`src/rtl/core/rcw_pkg.sv`:
```
`timescale 1ns / 1ps
package rcw_pkg;

  localparam int unsigned FACE_W   = 10;
  localparam int unsigned VAL_W    = 48;
  localparam int unsigned REG_W    = 47;
  localparam int unsigned CFG_IDX_W = 3;
  localparam int unsigned NUM_FACES_DEFAULT = 1024;
  localparam int unsigned QUEUE_DEPTH = 4;

  localparam logic [VAL_W-1:0] Q_ONE       = 48'd268435456;
  localparam logic [VAL_W-1:0] Q_HALF      = 48'd134217728;
  localparam logic [VAL_W-1:0] ALPHA_FIXED = 48'd80531;
  localparam logic [79:0]      LIM_POS     = 80'h7FFF_FFFF_FFFF;
  localparam logic [79:0]      LIM_NEG     = 80'h8000_0000_0000;

  localparam logic [CFG_IDX_W-1:0] CFG_WALL_RES  = 3'd0;
  localparam logic [CFG_IDX_W-1:0] CFG_TWO_DT    = 3'd1;
  localparam logic [CFG_IDX_W-1:0] CFG_FAR_TEMP  = 3'd2;
  localparam logic [CFG_IDX_W-1:0] CFG_COND      = 3'd3;
  localparam logic [CFG_IDX_W-1:0] CFG_RHO_C     = 3'd4;
  localparam logic [CFG_IDX_W-1:0] CFG_USE_TURB  = 3'd5;

  localparam logic [1:0] ALU_ADD = 2'd0;
  localparam logic [1:0] ALU_SUB = 2'd1;
  localparam logic [1:0] ALU_MUL = 2'd2;
  localparam logic [1:0] ALU_DIV = 2'd3;

  typedef struct packed {
    logic [REG_W-1:0] wall_resistance;
    logic [REG_W-1:0] two_dt_over_capacity;
    logic [REG_W-1:0] far_side_temperature;
    logic [REG_W-1:0] conductivity;
    logic [REG_W-1:0] heat_capacity_density;
    logic             use_turbulent_field;
  } cfg_t;

  typedef struct packed {
    logic              is_load;
    logic [FACE_W-1:0] face;
    logic [VAL_W-1:0]  tc;
    logic [REG_W-1:0]  delta;
    logic [REG_W-1:0]  turb;
  } item_t;

  typedef struct packed {
    logic       start;
    logic [1:0] op;
  } alu_req_t;

  typedef struct packed {
    logic done;
    logic sat;
  } alu_rsp_t;

  typedef struct packed {
    logic [VAL_W-1:0] val;
    logic             sat;
  } clamp_t;

  function automatic clamp_t clamp_mag(input logic [79:0] mag, input logic neg);
    clamp_t     r;
    logic [79:0] lim;
    logic [79:0] m;
    lim = neg ? LIM_NEG : LIM_POS;
    m = mag;
    r.sat = 1'b0;
    if (mag > lim) begin
      m = lim;
      r.sat = 1'b1;
    end
    r.val = neg ? (48'd0 - m[VAL_W-1:0]) : m[VAL_W-1:0];
    return r;
  endfunction

endpackage

```
`src/rtl/core/rcw_front.sv`:
```
`timescale 1ns / 1ps
module rcw_front (
  input  logic                  clk,
  input  logic                  rst,
  input  logic                  in_valid,
  output logic                  in_ready,
  input  logic                  operation,
  input  logic [rcw_pkg::FACE_W-1:0] face_index,
  input  logic signed [rcw_pkg::VAL_W-1:0] cell_temperature,
  input  logic [rcw_pkg::REG_W-1:0] delta_coeff,
  input  logic [rcw_pkg::REG_W-1:0] turb_diffusivity,
  output logic                  q_valid,
  output rcw_pkg::item_t        q_item,
  input  logic                  q_pop
);
  import rcw_pkg::*;

  localparam int unsigned PW = $clog2(QUEUE_DEPTH);

  item_t          q [QUEUE_DEPTH];
  logic [PW-1:0]  wptr;
  logic [PW-1:0]  rptr;
  logic [PW:0]    count;
  logic           push;
  item_t          item_in;

  assign in_ready = (count != (PW+1)'(QUEUE_DEPTH));
  assign push     = in_valid && in_ready;
  assign q_valid  = (count != '0);
  assign q_item   = q[rptr];

  always_comb begin
    item_in.is_load = operation;
    item_in.face    = face_index;
    item_in.tc      = cell_temperature;
    item_in.delta   = delta_coeff;
    item_in.turb    = turb_diffusivity;
  end

  always_ff @(posedge clk) begin
    if (push) begin
      q[wptr] <= item_in;
    end
  end

  always_ff @(posedge clk) begin
    if (rst) begin
      wptr  <= '0;
      rptr  <= '0;
      count <= '0;
    end else begin
      if (push) wptr <= wptr + 1'b1;
      if (q_pop) rptr <= rptr + 1'b1;
      if (push && !q_pop) count <= count + 1'b1;
      else if (!push && q_pop) count <= count - 1'b1;
    end
  end
endmodule

```
`config.mk`:
```
export PLATFORM = sky130hd
export DESIGN_NAME = rcw_front
export DESIGN_NICKNAME = d
export VERILOG_FILES = /design/src/rtl/core/rcw_pkg.sv /design/src/rtl/core/rcw_front.sv
export SDC_FILE = /design/constraint.sdc
export NUM_CORES = 1
export LEC_CHECK = 0
export ABC_AREA = 1
export BUFFER_PORTS_ARGS = -buffer_cell sky130_fd_sc_hd__buf_4
export CELL_PAD_IN_SITES_DETAIL_PLACEMENT = 1
export CELL_PAD_IN_SITES_GLOBAL_PLACEMENT = 2
export CORE_ASPECT_RATIO = 0.7
export CORE_UTILIZATION = 25
export CTS_CLUSTER_SIZE = 12
export DETAILED_ROUTE_END_ITERATION = 7
export PLACE_DENSITY_LB_ADDON = 0.1
export SYNTH_ARGS = -nofsm -noshare
export SYNTH_HDL_FRONTEND = slang
export SYNTH_SLANG_ARGS = --single-unit
export TNS_END_PERCENT = 1
```
`constraint.sdc`:
```
create_clock -name clk -period 19.1 [get_ports clk]
set_clock_uncertainty 0.05 [all_clocks]
set_input_delay 0.955 -clock clk [delete_from_list [all_inputs] [get_ports clk]]
set_output_delay 0.955 -clock clk [all_outputs]
set_load 0.01 [all_outputs]
```
Word-level counts from Yosys, hierarchy flattened:

Memory sizes are Yosys's and may differ from the RTL's. A register that Yosys moved wholly into a read port is not among the register bits.
Index checks and enable logic that the tools add are counted.

* bits in read-only memories: 0
* memory bits (writable): 612
* register bits: 7
* bits in latches: 0
* output and inout port bits: 155
* word-level logic and storage cells: 22
* memories: 1

Memories
* q: depth 4, bits a word 153, rd ports 1, clocked after Yosys merged registers in 1, write ports 1, line rcw_front.sv:20 `item_t q [QUEUE_DEPTH];`

* shifts and indexed selects: 0
* bitwise operators: 0
* divide/modulo/power cells: 0
* reduce and logical (&&, ||, !) cells: 7
* $lt $le $gt $ge: 0
* $mul: 0
* equality and inequality tests: 1
* $add $sub $neg: 4
* mux-type cells: 6

Operators by type and width (number)
* $mux W3: 2
* $add A2 B1 Y2 const B: 2
* $mux W2: 2
* $add A3 B1 Y3 const B: 1
* $logic_and A1 B1 Y1: 3
* $ne A3 B3 Y1 const B: 1
* $reduce_bool A3 Y1: 1
* $sub A3 B1 Y3 const B: 1
* $logic_not A1 Y1: 2
* $mux W1: 2
* $reduce_bool A2 Y1: 1

Logic depth before layout (Yosys ltp):

Gate-level depths: netlist (run 1).

* depth after elaboration: 6
* gate-level depth with buffers: 13

Least setup slack after synthesis (run 1):

Ideal clock, no wire load.

* path type: input to register
* start point: input port in_valid
* end point: memory q[0][0] (netlist bit), enable pin
* data arrival time: 7.425 ns
* cell stages on the path: 2
* setup slack: 10.956 ns
* buffers on the path: 0
* cell sequence: nand2_1 > nor2_1

* cells in the longest elaborated chain, start to end: 3

RTL lines
* start: declaration: line rcw_front.sv:5 `input logic in_valid,`
* $logic_and A1 B1 Y1: line rcw_front.sv:28 `assign push = in_valid && in_ready;`
* $mux W1: line rcw_front.sv:41 `if (push) begin`
* $mux W1 (implied by the code): line rcw_front.sv:42 `q[wptr] <= item_in;`
* end: declaration: line rcw_front.sv:20

No other way between the ends.

==> run metrics, run 1 <==
outcome complete, no violations; final net count 2009; I/O pin total 312; Avg Cell Area, Syn 15.0 um2; grt ovf 0; WL/cell 20.8 um; hold_sp rptr[1]; largest net degree at the start of global routing 181; Rows 92; leak pwr 9.67 nW; register bit count reported by yosys 621; root buf cell clkbuf_16; post-synth net total 1706; Final Non-Filler Cells 3117; Die Ht 257 um; post-layout minimum cycle time 4500 ps; gp weighted congestion 0.695; Vias/cell 4.46; Seq/Total Area, Yosys 0.801; TritonCTS buffer count 69; power consumption 3.24 mW; Layout area overhead 23.7%; DP HPWL 36300 um; Initial Utilization 0.255; Antenna Nets Post-Route 0; DRT iter0 DRCs 660; Total Wirelength 64900 um; Worst-path clk slew 60 ps; final core utilization 0.315; setup_tns 0 ps; Clock Latency Late Sink 590 ps; worst hold slack 386 ps; Critical Path AT 3490 ps; GRT Util Overall 0.136; Slew Viols, Final 0; RSZ-0062 raised after global routing false; Hold Buf Count CTS 0; Inst Count DP 2997; post-cts sizing count 0; clock sinks 621; Yosys warnings 0; CP Max Fanout 180; Residual DRC 0; period utilisation layout 0.235; first-pass GRT wire length 96900 um; WP data required 18100 ps; die width 366 um; final setup vio count 0; H-tree levels 3; type of the worst setup path reg2out; Least-Margin Pin Slew 985 ps; CP startpoint kind register; deepest clock path buffer count 3; type of the most critical hold path reg2reg; routed via count 13900; f_max 222 MHz; # port buffers 311; share of layout cells above drive strength 1 0.226; initial antenna violation count 9; die area 93900 um2; vias in the first global route 14800; drt pass-1 iters 4; TritonCTS clock tree done; Max Cap Viol 0; Synth cell types 22; RR Startpoint count[0]; Syn Std Cell Area 23200 um2; Rel. slew slack 0.343; maximum VDD drop 55.0 uV; Core Region 90800 um2; P per Cell Area 113 nW/um2; Post-CTS Setup Bufs 0; Gate Count Post-Synth 1543; Crit. End Element output pin; Hold Violations, Final 0
-- flip-flops by register name (all words and copies together), names as in the netlist, named ones only --
name / cells
wptr: 2
q: 612
rptr: 2
count: 3
-- critical path: stages (launching register included) --
cell and delay (ps):
dfxtp_4 700, buf_12 590, buf_4 810, o21ai_0 210
o22ai_1 250, buf_4 160
-- logic make-up after synthesis --
kind of cell / after synthesis / share of synthesized area
flops: 621 / 0.801
fa+ha+maj: 6 / 0.00357
simple gates: 329 / 0.0538
buf+inv: 119 / 0.0317
compound gates: 468 / 0.109
-- area by class of cell --
cell class,count,area [um2]
Antenna cell,3,7.51
Clock buffer,85,1830
Clock inverter,32,225
Fill cell,9602,62200
Inverter,19,81.3
Multi-Input combinational cell,803,3890
Sequential cell,621,18600
Tap cell,1222,1530
Timing Repair Buffer,332,2500
-- cells in the mapped netlist (all sizes together) --
| cell | instances | area (um2) |
|---|---|---|
| a21oi | 5 | 25.0 |
| nand2 | 8 | 30.0 |
| edfxtp | 612 | 18400 |
| nand3b | 1 | 7.51 |
| nor2 | 315 | 1180 |
| clkbuf | 42 | 160 |
| o21ai | 310 | 1550 |
| o22ai | 153 | 957 |
| nand4 | 1 | 6.26 |
| ha | 5 | 62.6 |
| buf | 58 | 495 |
| nand3 | 4 | 20.0 |
| inv | 19 | 78.8 |
| fa | 1 | 20.0 |
| dfxtp | 9 | 180 |
-- per-stage QoR --
step	setup slack (ps)	cell area [um2]
floorplan	10960	23200
detailed placement	14850	26600
CTS	14400	28600
global placement	14910	26600
finish	14600	28600
global route	14210	28600
-- where the power goes --
| part | internal, mW | leakage (nW) | switching [mW] |
|---|---|---|---|
| logic | 0.132 | 2.98 | 0.239 |
| registers | 1.60 | 5.68 | 0.0221 |
| clock network | 0.717 | 1.01 | 0.530 |
| total | 2.45 | 9.67 | 0.791 |
-- layer usage --
| layer | wire length (um) | global-route usage | share of wire |
|---|---|---|---|
| met5 | 108 | 0 | 0.0017 |
| met4 | 1280 | 0.0351 | 0.020 |
| met3 | 4100 | 0.0446 | 0.063 |
| met2 | 30100 | 0.218 | 0.46 |
| met1 | 29300 | 0.177 | 0.45 |
-- final timing paths --
check,to,slack (ps),cells past startpoint
min,register,390,1
max,q_item[99],14600,5
min reg2reg,register,390,1
max reg2reg,q[0][103],15350,6
-- cells in the final DEF (no fill, tap or decap) --
cell,synthesis,final
inv_6,0,1
clkinv_1,0,16
o22ai_1,153,153
diode_2,0,3
bufinv_16,0,3
dfxtp_4,0,2
nor2_4,0,4
clkbuf_16,0,71
nand3_1,4,4
edfxtp_1,612,612
nand4_1,1,1
clkinv_4,0,1
inv_8,1,1
inv_4,0,1
nor2_1,315,311
a21oi_1,5,5
o21ai_0,291,291
clkinvlp_4,0,1
buf_4,5,331
clkinv_2,0,10
dfxtp_1,9,7
buf_12,0,1
inv_1,17,17
o21ai_1,19,19
fa_1,1,1
ha_1,5,5
clkbuf_1,40,14
nand2_1,8,8
nand3b_1,1,1
(Power assumes the default switching activity.)
==> run 2, diff against run 1 <==
- clock period: 19.1 -> 4.7 ns (I/O delays scaled with it)
==> run 2 against run 1 <==
  * Clock power grew to 4.1 times the previous value
  * Non-clock buffer count increased by 161
  * Via count up 4.2%
  * Largest power group unchanged
  * Largest cell class unchanged
  * Highest routed layer unchanged
  * Global-route usage increased by 0.38 points
  * Worst hold slack got worse by 64 ps
  * Worst setup slack worse by 13000 ps
  * Die area is the same
==> run metrics, run 2 (same netlist as run 1, synthesis figures left out) <==
outcome complete, no violations; Post-CTS Setup Bufs 0; CP startpoint kind register; Clock Latency Late Sink 600 ps; CP Max Fanout 137; post-layout minimum cycle time 3180 ps; Max Cap Viol 0; WP data required 4410 ps; commonest non-fill, non-tap cell in the layout edfxtp_1; diodes inserted 0; final net count 2170; vias in the first global route 15500; Slew Viols, Final 0; Rows 92; worst hold slack 322 ps; maximum VDD drop 290 uV; type of the most critical hold path in2reg; DRT iter0 DRCs 607; H-tree levels 3; Initial Utilization 0.255; max FFs per register 612; initial antenna violation count 5; filler instances 9503; Biggest register q; GRT Util Overall 0.140; I/O pin total 312; Hold Violations, Final 0; most frequent cells in the layout edfxtp_1 (612), buf_4 (322), nor2_1 (311); RSZ-0062 raised after global routing false; # port buffers 311; post-cts sizing count 0; Critical Path AT 2900 ps; deepest clock path buffer count 3; type of the worst setup path reg2out; Inst Count DP 3000; die area 93900 um2; TritonCTS clock tree done; grt ovf 0; largest net degree at the start of global routing 145; DP HPWL 36400 um; leak pwr 10.4 nW; WL/cell 20.2 um; final setup vio count 0; Crit. End Element output pin; root buf cell clkbuf_16; period utilisation layout 0.677; Layout area overhead 31.3%; P per Cell Area 439 nW/um2; Rel. slew slack 0.384; Worst-path clk slew 60 ps; Residual DRC 0; Hold Buf Count CTS 158; Die Ht 257 um; clock sinks 621; Antenna Nets Post-Route 0; f_max 314 MHz; die width 366 um; gp weighted congestion 0.702; Total Wirelength 66300 um; Top Registers q x612, count x3; share of layout cells above drive strength 1 0.207; routed via count 14500; drt pass-1 iters 4; Final Non-Filler Cells 3280; Least-Margin Pin Slew 922 ps; Core Region 90800 um2; Vias/cell 4.41; first-pass GRT wire length 100000 um; TritonCTS buffer count 69
## run 2: worst max-delay path, stage by stage (launching register included)
cell and delay, ps:
dfxtp_4 460, inv_8 640, buf_12 380, o21ai_0 120
o22ai_1 370, buf_4 200
## run 2: routing by layer
| metal | wire (um) | vias up | share of wire | global-route usage |
|---|---|---|---|---|
| met4 | 1300 | 10 | 0.020 | 0.0376 |
| li1 | - | 6772 | - | - |
| met3 | 3530 | 96 | 0.053 | 0.0400 |
| met1 | 30500 | 7340 | 0.46 | 0.183 |
| met5 | 67 | - | 0.0010 | 0 |
| met2 | 30900 | 263 | 0.47 | 0.226 |
## run 2: layout make-up
type                    count  area, um2  area share
clock buffers              93       1880      0.0618
flip-flops and latches    621      18600       0.611
multi-input cells         803       3890       0.128
inverters                  19       83.8     0.00276
well taps                1222       1530      0.0503
clock inverters            29        196     0.00646
repair buffers            493       4260       0.140
## run 2: through the flow
step	power (mW)	setup WS (ps)	cell area, um2	util	TNS [ps]
global route	13.9	1280	30400	0.335	0
floorplan	7.46	-635	23200	-	-388670
finish	13.3	1520	30400	0.335	0
detailed placement	8.31	1980	26700	0.295	0
CTS	13.6	1390	30400	0.335	0
global placement	8.29	2040	26700	0.295	0
## run 2: final timing paths
check | from | end | slack, ps | depth (start not counted)
worst min-delay path | cell_temperature[40] | q[1][134] | 320 | 2
worst max-delay path | register | q_item[111] | 1520 | 5
worst max register to register | count[0] | q[2][99] | 2040 | 5
worst min register to register | rptr[1] | register | 390 | 1
## run 2: report_power, final
| group | internal, mW | switching (mW) | leakage (nW) |
|---|---|---|---|
| clock network | 2.91 | 2.18 | 1.00 |
| logic | 0.648 | 1.02 | 3.70 |
| registers | 6.50 | 0.0822 | 5.68 |
| total | 10.1 | 3.29 | 10.4 |
